File: src/design/pccc_pkg.sv
// types, widths and codes of the polyline circle contact counter
// used by pccc_ctrl, pccc_datapath and the top level; depends on nothing
package pccc_pkg;

  localparam int COORD_W   = 32;
  localparam int DIFF_W    = 33;
  localparam int RAD_W     = 31;
  localparam int SCALE_W   = 32;
  localparam int COUNT_W   = 12;
  localparam int FRAC_W    = 44;
  localparam int CFG_IDX_W = 2;
  localparam int CFG_W     = 32;
  localparam int COUNT_MAX = 4095;

  // shared multiplier and accumulator
  localparam int MUL_W   = 34;
  localparam int PROD_W  = 68;
  localparam int ACC_W   = 132;
  localparam int LIMB_W  = 33;
  localparam int R2_W    = 62;
  localparam int LEN_W   = 65;
  localparam int DOT_W   = 66;
  localparam int CROSS_W = 67;
  localparam int CMAG_W  = 65;

  localparam logic [CFG_IDX_W-1:0] CFG_CENTRE_X       = 2'd0;
  localparam logic [CFG_IDX_W-1:0] CFG_CENTRE_Y       = 2'd1;
  localparam logic [CFG_IDX_W-1:0] CFG_CONTACT_RADIUS = 2'd2;
  localparam logic [CFG_IDX_W-1:0] CFG_LENGTH_SCALE   = 2'd3;

  typedef enum logic [4:0] {
    ST_IDLE, ST_R2, ST_DOT0, ST_DOT1, ST_LEN0, ST_LEN1, ST_CRS0, ST_CRS1,
    ST_BRANCH, ST_PW0, ST_PW1, ST_PW2, ST_PV0, ST_PV1, ST_PV2,
    ST_SQ0, ST_SQ1, ST_SQ2, ST_SQ3, ST_SQ4, ST_SQ5, ST_SQ6, ST_SQ7,
    ST_EVAL, ST_FIN, ST_EMIT
  } pccc_state_t;

  // operand pairs of the shared multiplier
  typedef enum logic [4:0] {
    MUL_HOLD, MUL_R_R, MUL_WX_DX, MUL_WY_DY, MUL_DX_DX, MUL_DY_DY,
    MUL_WX_DY, MUL_WY_DX, MUL_WX_WX, MUL_WY_WY, MUL_VX_VX, MUL_VY_VY,
    MUL_RL_LL, MUL_RL_LH, MUL_RH_LL, MUL_RH_LH,
    MUL_CL_CL, MUL_CL_CH, MUL_CH_CH, MUL_CNT_SCALE
  } pccc_mul_t;

  typedef enum logic [1:0] {ACC_HOLD, ACC_SET, ACC_ADD} pccc_acc_op_t;
  typedef enum logic {SRC_PROD, SRC_R2} pccc_acc_src_t;
  typedef enum logic [1:0] {SH_0, SH_33, SH_34, SH_66} pccc_shift_t;

  typedef struct packed {
    logic          take_in;
    pccc_mul_t     mul;
    pccc_acc_op_t  acc_op;
    logic          acc_neg;
    pccc_acc_src_t acc_src;
    pccc_shift_t   acc_shift;
    logic          save_r2;
    logic          save_dot;
    logic          save_len;
    logic          save_cross;
    logic          count_hit;
    logic          load_out;
    logic          clear_run;
  } pccc_cmd_t;

  typedef struct packed {
    logic have_prev;
    logic last_pt;
    logic dot_le_zero;
    logic dot_ge_len;
    logic out_stall;
  } pccc_status_t;

endpackage

File: src/design/pccc_ctrl.sv
// controller of the contact counter: sequences the shared multiplier and
// accumulator one step a cycle outside waits in IDLE and EMIT; depends on pccc_pkg
module pccc_ctrl (
  input  logic                   clk,
  input  logic                   rst_n,
  input  logic                   in_tvalid,
  input  logic                   in_tlast,
  output logic                   in_tready,
  input  pccc_pkg::pccc_status_t status,
  output pccc_pkg::pccc_cmd_t    cmd
);

  pccc_pkg::pccc_state_t state_r, state_nxt;

  always_ff @(posedge clk) begin
    if (!rst_n) begin
      state_r <= pccc_pkg::ST_IDLE;
    end else begin
      state_r <= state_nxt;
    end
  end

  always_comb begin
    state_nxt = state_r;
    case (state_r)
      pccc_pkg::ST_IDLE: begin
        if (in_tvalid) begin
          if (status.have_prev) begin
            state_nxt = pccc_pkg::ST_R2;
          end else if (in_tlast) begin
            state_nxt = pccc_pkg::ST_FIN;
          end
        end
      end
      pccc_pkg::ST_R2:     state_nxt = pccc_pkg::ST_DOT0;
      pccc_pkg::ST_DOT0:   state_nxt = pccc_pkg::ST_DOT1;
      pccc_pkg::ST_DOT1:   state_nxt = pccc_pkg::ST_LEN0;
      pccc_pkg::ST_LEN0:   state_nxt = pccc_pkg::ST_LEN1;
      pccc_pkg::ST_LEN1:   state_nxt = pccc_pkg::ST_CRS0;
      pccc_pkg::ST_CRS0:   state_nxt = pccc_pkg::ST_CRS1;
      pccc_pkg::ST_CRS1:   state_nxt = pccc_pkg::ST_BRANCH;
      pccc_pkg::ST_BRANCH: begin
        // projection at or before the first endpoint, at or past the second, or inside
        if (status.dot_le_zero) begin
          state_nxt = pccc_pkg::ST_PW0;
        end else if (status.dot_ge_len) begin
          state_nxt = pccc_pkg::ST_PV0;
        end else begin
          state_nxt = pccc_pkg::ST_SQ0;
        end
      end
      pccc_pkg::ST_PW0: state_nxt = pccc_pkg::ST_PW1;
      pccc_pkg::ST_PW1: state_nxt = pccc_pkg::ST_PW2;
      pccc_pkg::ST_PW2: state_nxt = pccc_pkg::ST_EVAL;
      pccc_pkg::ST_PV0: state_nxt = pccc_pkg::ST_PV1;
      pccc_pkg::ST_PV1: state_nxt = pccc_pkg::ST_PV2;
      pccc_pkg::ST_PV2: state_nxt = pccc_pkg::ST_EVAL;
      pccc_pkg::ST_SQ0: state_nxt = pccc_pkg::ST_SQ1;
      pccc_pkg::ST_SQ1: state_nxt = pccc_pkg::ST_SQ2;
      pccc_pkg::ST_SQ2: state_nxt = pccc_pkg::ST_SQ3;
      pccc_pkg::ST_SQ3: state_nxt = pccc_pkg::ST_SQ4;
      pccc_pkg::ST_SQ4: state_nxt = pccc_pkg::ST_SQ5;
      pccc_pkg::ST_SQ5: state_nxt = pccc_pkg::ST_SQ6;
      pccc_pkg::ST_SQ6: state_nxt = pccc_pkg::ST_SQ7;
      pccc_pkg::ST_SQ7: state_nxt = pccc_pkg::ST_EVAL;
      pccc_pkg::ST_EVAL: begin
        state_nxt = status.last_pt ? pccc_pkg::ST_FIN : pccc_pkg::ST_IDLE;
      end
      pccc_pkg::ST_FIN: state_nxt = pccc_pkg::ST_EMIT;
      pccc_pkg::ST_EMIT: begin
        if (!status.out_stall) begin
          state_nxt = pccc_pkg::ST_IDLE;
        end
      end
      default: state_nxt = pccc_pkg::ST_IDLE;
    endcase
  end

  always_comb begin
    in_tready     = 1'b0;
    cmd           = '0;
    cmd.mul       = pccc_pkg::MUL_HOLD;
    cmd.acc_op    = pccc_pkg::ACC_HOLD;
    cmd.acc_src   = pccc_pkg::SRC_PROD;
    cmd.acc_shift = pccc_pkg::SH_0;
    case (state_r)
      pccc_pkg::ST_IDLE: begin
        in_tready   = 1'b1;
        cmd.take_in = in_tvalid;
      end
      pccc_pkg::ST_R2: cmd.mul = pccc_pkg::MUL_R_R;
      pccc_pkg::ST_DOT0: begin
        cmd.mul     = pccc_pkg::MUL_WX_DX;
        cmd.save_r2 = 1'b1;
      end
      pccc_pkg::ST_DOT1: begin
        cmd.mul    = pccc_pkg::MUL_WY_DY;
        cmd.acc_op = pccc_pkg::ACC_SET;
      end
      pccc_pkg::ST_LEN0: begin
        cmd.mul    = pccc_pkg::MUL_DX_DX;
        cmd.acc_op = pccc_pkg::ACC_ADD;
      end
      pccc_pkg::ST_LEN1: begin
        cmd.mul      = pccc_pkg::MUL_DY_DY;
        cmd.acc_op   = pccc_pkg::ACC_SET;
        cmd.save_dot = 1'b1;
      end
      pccc_pkg::ST_CRS0: begin
        cmd.mul    = pccc_pkg::MUL_WX_DY;
        cmd.acc_op = pccc_pkg::ACC_ADD;
      end
      pccc_pkg::ST_CRS1: begin
        cmd.mul      = pccc_pkg::MUL_WY_DX;
        cmd.acc_op   = pccc_pkg::ACC_SET;
        cmd.save_len = 1'b1;
      end
      pccc_pkg::ST_BRANCH: begin
        cmd.acc_op  = pccc_pkg::ACC_ADD;
        cmd.acc_neg = 1'b1;
      end
      // endpoint distance: acc = -r^2 + x^2 + y^2
      pccc_pkg::ST_PW0, pccc_pkg::ST_PV0: begin
        cmd.mul     = (state_r == pccc_pkg::ST_PW0) ? pccc_pkg::MUL_WX_WX
                                                     : pccc_pkg::MUL_VX_VX;
        cmd.acc_op  = pccc_pkg::ACC_SET;
        cmd.acc_neg = 1'b1;
        cmd.acc_src = pccc_pkg::SRC_R2;
      end
      pccc_pkg::ST_PW1, pccc_pkg::ST_PV1: begin
        cmd.mul    = (state_r == pccc_pkg::ST_PW1) ? pccc_pkg::MUL_WY_WY
                                                    : pccc_pkg::MUL_VY_VY;
        cmd.acc_op = pccc_pkg::ACC_ADD;
      end
      pccc_pkg::ST_PW2, pccc_pkg::ST_PV2: cmd.acc_op = pccc_pkg::ACC_ADD;
      // interior: acc = cross^2 - r^2 * len, one partial product a step
      pccc_pkg::ST_SQ0: begin
        cmd.mul        = pccc_pkg::MUL_RL_LL;
        cmd.save_cross = 1'b1;
      end
      pccc_pkg::ST_SQ1: begin
        cmd.mul     = pccc_pkg::MUL_RL_LH;
        cmd.acc_op  = pccc_pkg::ACC_SET;
        cmd.acc_neg = 1'b1;
      end
      pccc_pkg::ST_SQ2: begin
        cmd.mul       = pccc_pkg::MUL_RH_LL;
        cmd.acc_op    = pccc_pkg::ACC_ADD;
        cmd.acc_neg   = 1'b1;
        cmd.acc_shift = pccc_pkg::SH_33;
      end
      pccc_pkg::ST_SQ3: begin
        cmd.mul       = pccc_pkg::MUL_RH_LH;
        cmd.acc_op    = pccc_pkg::ACC_ADD;
        cmd.acc_neg   = 1'b1;
        cmd.acc_shift = pccc_pkg::SH_33;
      end
      pccc_pkg::ST_SQ4: begin
        cmd.mul       = pccc_pkg::MUL_CL_CL;
        cmd.acc_op    = pccc_pkg::ACC_ADD;
        cmd.acc_neg   = 1'b1;
        cmd.acc_shift = pccc_pkg::SH_66;
      end
      pccc_pkg::ST_SQ5: begin
        cmd.mul    = pccc_pkg::MUL_CL_CH;
        cmd.acc_op = pccc_pkg::ACC_ADD;
      end
      pccc_pkg::ST_SQ6: begin
        // cross term appears twice, hence the extra bit of shift
        cmd.mul       = pccc_pkg::MUL_CH_CH;
        cmd.acc_op    = pccc_pkg::ACC_ADD;
        cmd.acc_shift = pccc_pkg::SH_34;
      end
      pccc_pkg::ST_SQ7: begin
        cmd.acc_op    = pccc_pkg::ACC_ADD;
        cmd.acc_shift = pccc_pkg::SH_66;
      end
      pccc_pkg::ST_EVAL: cmd.count_hit = 1'b1;
      pccc_pkg::ST_FIN:  cmd.mul = pccc_pkg::MUL_CNT_SCALE;
      pccc_pkg::ST_EMIT: begin
        cmd.load_out  = !status.out_stall;
        cmd.clear_run = !status.out_stall;
      end
      default: cmd.mul = pccc_pkg::MUL_HOLD;
    endcase
  end

endmodule

File: config.mk
export PLATFORM = sky130hd
export DESIGN_NAME = pccc_ctrl
export DESIGN_NICKNAME = d
export VERILOG_FILES = /design/src/design/pccc_pkg.sv /design/src/design/pccc_ctrl.sv
export SDC_FILE = /design/constraint.sdc
export NUM_CORES = 1
export LEC_CHECK = 0
export BUFFER_PORTS_ARGS = -buffer_cell sky130_fd_sc_hd__buf_2
export CAP_MARGIN = 10
export CORE_MARGIN = 5
export CORE_UTILIZATION = 41
export CTS_BUF_LIST = sky130_fd_sc_hd__clkbuf_4
export DETAILED_ROUTE_END_ITERATION = 16
export PLACE_DENSITY = 0.69
export SLEW_MARGIN = 30
export SYNTH_ARGS = -nofsm -noshare
export SYNTH_HDL_FRONTEND = slang
export SYNTH_SLANG_ARGS = --single-unit
File: constraint.sdc
create_clock -name clk -period 1.7 [get_ports clk]
set_input_delay 0.085 -clock clk [delete_from_list [all_inputs] [get_ports clk]]
set_output_delay 0.085 -clock clk [all_outputs]
set_load 0.05 [all_outputs]
==> impl_metrics.tcl, run 1 <==
set metrics [dict create \
    status "complete, no violations" \
    finClkSkew_ps 2.29 \
    placedCellCount 180 \
    crit_path_start_kind "flop" \
    clk_latency_ps 250 \
    wl_per_cell_um 14.3 \
    final_nets 169 \
    post-place-ws_ps 51.6 \
    io_buffers 28 \
    overflow 0 \
    fin_cells 186 \
    ys_ff_latch 5 \
    antenna_found_initial 0 \
    finalHoldViolCount 0 \
    period_minus_slack_ps 1660 \
    die_w_um 54.0 \
    rows 16 \
    grt_max_degree 22 \
    synth-warning-count 0 \
    cts_tree "yes" \
    grt_pass1_wl_um 4230 \
    cts_root_buf "clkbuf_4" \
    final.setup.tns_ps 0 \
    whs_ps 75.0 \
    end_kind "output pin" \
    synth-async-reset-ratio_pct 0 \
    seq_area_frac_synth_pct 12.6 \
    worst_slew_pin_slew_ps 307 \
    final_common_cell "buf_2" \
    place_congestion 0.843 \
    drv_cap 0 \
    maxSlewViolCount 0 \
    netlist_area_um2 793 \
    largest_register_ffs 5 \
    relSlewSlack_pct 79.5 \
    synth_cell_types 41 \
    critical_path_class "flop to output pin" \
    postRouteAntennaNets 0 \
    cts.sinks 5 \
    wl_um 2650 \
    max_freq_mhz 603 \
    initial_core_util_pct 41.7 \
    drtPass1Iterations 4 \
    hp-class "input port to flop" \
    avgSynthCellArea_um2 6.45 \
    n_antenna_cell 0 \
    drive_gt1_share_pct 45.3 \
    clk_pin_slew_ps 50 \
    drt_iter0_markers 45 \
    htreeDepth 1 \
    yosysTopAreaCellShare_pct 12.6 \
    die_h_um 54.0 \
    crit_arrival_ps 1570 \
    largestRegisters "state_r x5" \
    yosys-top-cells-area "dfxtp_1 13%, o21ai_0 6.9%, nor2_1 6.6%, nor3_1 6.3%, a21oi_1 5.7%" \
    required_ps 1620 \
    synth_area_leader_cell "dfxtp_1" \
    synth_flop_cell "dfxtp_1" \
    fin_crit_sh_pct 97.6 \
    synthCells 123 \
    die-area_um2 2910 \
    top_register "state_r" \
    num_vias 1042 \
    synthesis.nets 132 \
    clockBufferDepth 2 \
    post-dp-hpwl_um 1910 \
    synth_edf_count 0 \
    viasPerCell 5.60 \
    io_pins 29 \
    coreArea_um2 1900 \
    setup_ws_ps 41.4 \
    grt_pass1_vias 933 \
    most-common-layout-cells "22 x buf_2, 15 x buf_4, 13 x nor2_1" \
    cts_buffers 3 \
    drc 0 \
    area_delta_synth_final_pct 47.0 \
    grtUsageTotal_pct 19.3 \
    setup_violations 0 \
    crit_fanout 10 \
]
==> cell usage after synthesis (2+ instances only) <==
cell and count:
nor2_1 14, o21ai_0 11, nor3_1 10, a21oi_1 9
nand2_1 8, and2_1 6, buf_2 6, nand2b_1 6
dfxtp_1 5, inv_1 4, nand3_1 4, buf_4 3
a221o_1 2, a311oi_1 2, a31oi_1 2, and3_1 2
buf_6 2, clkbuf_1 2, nor2b_1 2, o22ai_1 2
==> final timing paths <==
check	from	to	slack [ps]	depth (start not counted)
worst max-delay path	state_r[4]$_SDFFE_PN0P_	cmd[12]	40	5
worst min-delay path	rst_n	state_r[0]$_SDFFE_PN0P_	70	3
worst max register to register	state_r[4]$_SDFFE_PN0P_	state_r[4]$_SDFFE_PN0P_	150	5
worst min register to register	state_r[1]$_SDFFE_PN0P_	state_r[1]$_SDFFE_PN0P_	680	2
==> layout make-up <==
type / count / area [µm²]
inverters: 4 / 15.0
clock buffers: 4 / 30.0
repair buffers: 45 / 305
well taps: 27 / 33.8
fillers: 167 / 736
multi-input cells: 101 / 668
flip-flops and latches: 5 / 114
==> cells by family (layout without fill, tap and decap cells) <==
family / Yosys count / in the layout / share of synthesized area (%)
AOI/OAI and AO/OA: 38 / 38 / 31.2
xor gates and xnor gates: 1 / 1 / 1.10
buffers and inverters: 17 / 53 / 12.3
DFF: 5 / 5 / 12.6
muxes: 1 / 1 / 1.26
and+or+nand+nor: 61 / 61 / 41.5
==> what timing repair did <==
| item | CTS | global route |
|---|---|---|
| pin swaps | 0 | 1 |
| gates cloned | 0 | 0 |
| setup buffers | 0 | 2 |
| hold buffers | 0 | 0 |
| endpoints found under the setup margin | 15 | 11 |
| resized for setup | 11 | 14 |
==> critical path, cell delays in order, from the launching register on <==
cell and delay [ps]:
dfxtp_2 360, buf_4 180, nor2b_4 140, a211o_1 280
a31oi_2 180, buf_6 180
==> layer usage <==
layer,vias to the layer above,part of all wire (%),track usage (%)
li1,520,-,-
met1,478,44,26.0
met2,39,49,31.9
met3,5,5.1,1.94
met4,0,1.6,6.64
met5,-,0,0
==> metrics by stage <==
| step | util, % | instance area (µm²) |
|---|---|---|
| after floorplan | - | 860 |
| after global placement | 55.9 | 1060 |
| after detailed placement | 55.9 | 1060 |
| after CTS | 58.8 | 1120 |
| after global routing | 61.3 | 1170 |
| final | 61.3 | 1170 |
Power of run 1 is not shown: default switching activity piles up to over one toggle a cycle in this logic, so the estimate is an artifact.
==> run 2: changes to the inputs <==
CORE_UTILIZATION = 40   (was 41)
PLACE_DENSITY = 0.68   (was 0.69)
==> run 2 against run 1 <==
Effect of this change: register-to-register slack improved by 40 ps; critical path depth increased by 1; worst hold slack improved by 4.1 ps; global-route usage increased by 0.39 points; via count increased by 1.9%; critical endpoint is now cmd[14].
==> impl_metrics.tcl, run 2 (synthesis gave the netlist of run 1 again) <==
set metrics [dict create \
    critical_path_class "flop to output pin" \
    regToRegSetupSlack_ps 190 \
    hp-class "input port to flop" \
    postRouteAntennaNets 0 \
    grt_max_degree 17 \
    finClkSkew_ps 3.03 \
    grtUsageTotal_pct 19.7 \
    clockBufferDepth 2 \
    drv_cap 0 \
    area_delta_synth_final_pct 50.6 \
    final_nets 174 \
    rsz0062_at_grt "true" \
    largestRegisters "state_r x5" \
    setup_ws_ps 52.1 \
    post-dp-hpwl_um 2060 \
    reg2reg_from "state_r[2]$_SDFFE_PN0P_" \
    post-place-ws_ps 91.5 \
    whs_ps 79.1 \
    wl_met1_um 1170 \
    initial_core_util_pct 41.3 \
    viasPerCell 5.56 \
    die-area_um2 2970 \
    top_layer "met4" \
    place_congestion 0.866 \
    crit_arrival_ps 1560 \
    maxSlewViolCount 0 \
    setup.worst_path.start "state_r[4]$_SDFFE_PN0P_" \
    setup_violations 0 \
    drt_iter0_markers 32 \
    htreeDepth 1 \
    cts_root_buf "clkbuf_4" \
    top_register "state_r" \
    die_h_um 54.5 \
    antenna_found_initial 0 \
    num_vias 1062 \
    grt_pass1_wl_um 4260 \
    crit_fanout 12 \
    most-common-layout-cells "25 x buf_4, 21 x buf_2, 13 x nor2_1" \
    coreArea_um2 1920 \
    die_w_um 54.5 \
    relSlewSlack_pct 82.2 \
    postCtsHoldBufs 0 \
    status "complete, no violations" \
    fin_cells 191 \
    cp-endpoint "cmd[14]" \
    finalHoldViolCount 0 \
    cts.sinks 5 \
    drc 0 \
    cts_tree "yes" \
    largest_register_ffs 5 \
    final_common_cell "buf_4" \
    drtPass1Iterations 4 \
    route.met2.wl_um 1370 \
    wl_per_cell_um 14.2 \
    end_kind "output pin" \
    placedCellCount 186 \
    rr_endpoint "state_r[4]$_SDFFE_PN0P_" \
    overflow 0 \
    io_pins 29 \
    clk_latency_ps 250 \
    worst_slew_pin_slew_ps 264 \
    max_freq_mhz 607 \
    required_ps 1620 \
    drive_gt1_share_pct 47.6 \
    rows 16 \
    cts_buffers 3 \
    num-fill-cells 195 \
    wl_um 2710 \
    rr_worst_depth 6 \
    crit_path_start_kind "flop" \
    clk_pin_slew_ps 50 \
    dr_wl_met3_um 128 \
    grt_pass1_vias 972 \
    postLayoutCoreUtil_pct 62.2 \
    io_buffers 28 \
    period_minus_slack_ps 1650 \
    n_antenna_cell 0 \
    fin_crit_sh_pct 96.9 \
]
-- run 2: cell types whose count changed in the layout (fill, tap and decap cells not counted) --
cell / change
clkbuf_4: -1
dfxtp_4: -1
buf_4: +10
nand2b_2: +1
buf_2: -1
nand2b_1: -1
buf_6: -3
dfxtp_2: +1
-- run 2: metrics by stage --
| stage | instance area (µm²) | TNS, ps |
|---|---|---|
| finish | 1190 | 0 |
| global route | 1190 | -18.5 |
| CTS | 1160 | 0 |
| detailed placement | 1110 | 0 |
| global placement | 1110 | 0 |
| floorplan | 860 | -444 |
-- run 2: metal layers --
layer / vias to the layer above / track usage, %
met1: 497 / 24.7
met4: 0 / 9.13
met2: 35 / 33.9
met3: 4 / 1.63
li1: 526 / -
met5: - / 0
-- run 2: critical path, stage by stage (launching register included) --
cell,delay (ps)
dfxtp_2,340
buf_4,180
nor2b_1,150
a2bb2oi_1,150
nor2_1,50
a221o_1,270
buf_6,160
-- run 2: repair_timing --
| item | 4_1_cts | 5_1_grt |
|---|---|---|
| pin swaps | 1 | 1 |
| setup endpoints to repair | 11 | 7 |
| gates resized for setup | 10 | 13 |
| buffers inserted | 0 | 1 |
-- run 2: worst min path at each step --
stage	to	startpoint	cells past startpoint	slack [ps]
after global placement	state_r[0]$_SDFFE_PN0P_	rst_n	3	340
after global routing	state_r[0]$_SDFFE_PN0P_	rst_n	3	80
after floorplan	state_r[0]$_SDFFE_PN0P_	rst_n	2	220
after CTS	state_r[0]$_SDFFE_PN0P_	rst_n	3	70
after detailed placement	state_r[0]$_SDFFE_PN0P_	rst_n	3	350
final	state_r[0]$_SDFFE_PN0P_	rst_n	3	80
-- run 2: cell type report --
type | instances | area [µm²] | share of cell area [%]
clock buffer | 4 | 30.0 | 2.51
inverter | 4 | 15.0 | 1.26
multi-input combinational | 101 | 671 | 56.1
sequential | 5 | 111 | 9.32
tap | 27 | 33.8 | 2.83
timing repair buffer | 50 | 334 | 28.0
Power of run 2 is left out for the same reason.
==> run 3: changes to the inputs <==
CTS_BUF_LIST = sky130_fd_sc_hd__clkbuf_16   (was sky130_fd_sc_hd__clkbuf_4)
==> run 3 against run 2 <==
Effect of this change: critical path depth down 2; sequential share of layout area shrank 0.17 points; die area did not move; worst hold slack better by 21 ps; global-route usage grew 0.90 points; setup slack lost 5.9 ps.
==> impl_metrics.tcl, run 3 (synthesis gave the netlist of run 1 again) <==
set metrics [dict create \
    critical_path_class "flop to output pin" \
    grt_pass1_wl_um 4340 \
    antenna_found_initial 0 \
    final_common_cell "buf_4" \
    crit_fanout 12 \
    die_h_um 54.5 \
    crit_chain "or3_4 > nor3_4 > and2_4 > buf_4" \
    viasPerCell 5.67 \
    crit_path_top_delay_cell "or3_4" \
    fin_crit_sh_pct 97.3 \
    wl_per_cell_um 14.4 \
    largestRegisters "state_r x5" \
    final_nets 173 \
    grt_pass1_vias 970 \
    drtPass1Iterations 4 \
    final.setup.tns_ps 0 \
    coreArea_um2 1920 \
    relSlewSlack_pct 77.5 \
    postLayoutCoreUtil_pct 63.3 \
    worst_slew_pin_slew_ps 334 \
    maxSlewViolCount 0 \
    area_delta_synth_final_pct 53.5 \
    status "complete, no violations" \
    cts_setup_buffers 0 \
    cts_root_buf "clkbuf_16" \
    die_w_um 54.5 \
    required_ps 1620 \
    regToRegSetupSlack_ps 180 \
    io_pins 29 \
    period_minus_slack_ps 1650 \
    whs_ps 100 \
    finalHoldViolCount 0 \
    wl_um 2740 \
    most-common-layout-cells "24 x buf_4, 23 x buf_2, 13 x nor2_1" \
    overflow 0 \
    max_freq_mhz 605 \
    postRouteAntennaNets 0 \
    grt_max_degree 17 \
    htreeDepth 1 \
    drt_iter0_markers 24 \
    n_antenna_cell 0 \
    placed_cell_area_um2 1110 \
    clk_pin_slew_ps 30 \
    top_register "state_r" \
    rows 16 \
    end_kind "output pin" \
    grtUsageTotal_pct 20.6 \
    num_vias 1077 \
    largest_register_ffs 5 \
    fin_area_um2 1220 \
    drv_cap 0 \
    setup_violations 0 \
    hp-class "input port to flop" \
    place_congestion 0.866 \
    drive_gt1_share_pct 45.4 \
    num-fill-cells 184 \
    cts_tree "yes" \
    drc 0 \
    clockBufferDepth 2 \
    initial_core_util_pct 41.3 \
    io_buffers 28 \
    clk_latency_ps 230 \
    post-dp-hpwl_um 2060 \
    die-area_um2 2970 \
    crit_arrival_ps 1570 \
    cpPeakStageDelay_ps 410 \
    cts.sinks 5 \
    finClkSkew_ps 0.237 \
    crit_path_start_kind "flop" \
    cts_buffers 3 \
]
[run 3: metal layers]
metal  global-route usage [%]  wire, µm
met1                     25.0      1180
met2                     34.5      1350
met3                     2.45       146
met4                     12.4        61
met5                        0         0
[run 3: critical path: cells and delay by family, from the launching register on]
| family | cells | cell delay, ps |
|---|---|---|
| buffers and inverters | 1 | 180 |
| flip-flops | 1 | 380 |
| AND/OR/NAND/NOR | 3 | 770 |
[run 3: what timing repair did]
item                                    in CTS  in global routing
resized for setup                            7                 10
hold endpoints to repair                     0                  0
endpoints found under the setup margin      11                  8
hold buffers                                 0                  0
pin swaps                                    1                  1
[run 3: path summary, 6_finish.rpt]
check                                from                 endpoint  cells after the start
hold reg to reg   state_r[3]$_SDFFE_PN0P_  state_r[0]$_SDFFE_PN0P_                      2
setup / recovery  state_r[2]$_SDFFE_PN0P_                  cmd[18]                      4
setup reg to reg  state_r[2]$_SDFFE_PN0P_  state_r[4]$_SDFFE_PN0P_                      6
hold / removal                      rst_n  state_r[0]$_SDFFE_PN0P_                      3
[run 3: cell type report]
class | count | area, µm² | share of cell area, %
clock inverters | 1 | 3.75 | 0.308
well taps | 27 | 33.8 | 2.77
multi-input cells | 101 | 664 | 54.6
flip-flops and latches | 5 | 111 | 9.15
inverters | 4 | 15.0 | 1.23
clock buffers | 3 | 75.1 | 6.17
repair buffers | 49 | 314 | 25.8
[run 3: per-stage QoR]
step,std cells,worst slack (ps)
4_1_cts,190,7.33
2_1_floorplan,123,-198
6_report,190,46.2
3_3_place_gp,186,125
5_1_grt,190,-1.02
3_5_place_dp,186,91.5
Power of run 3 is left out for the same reason.
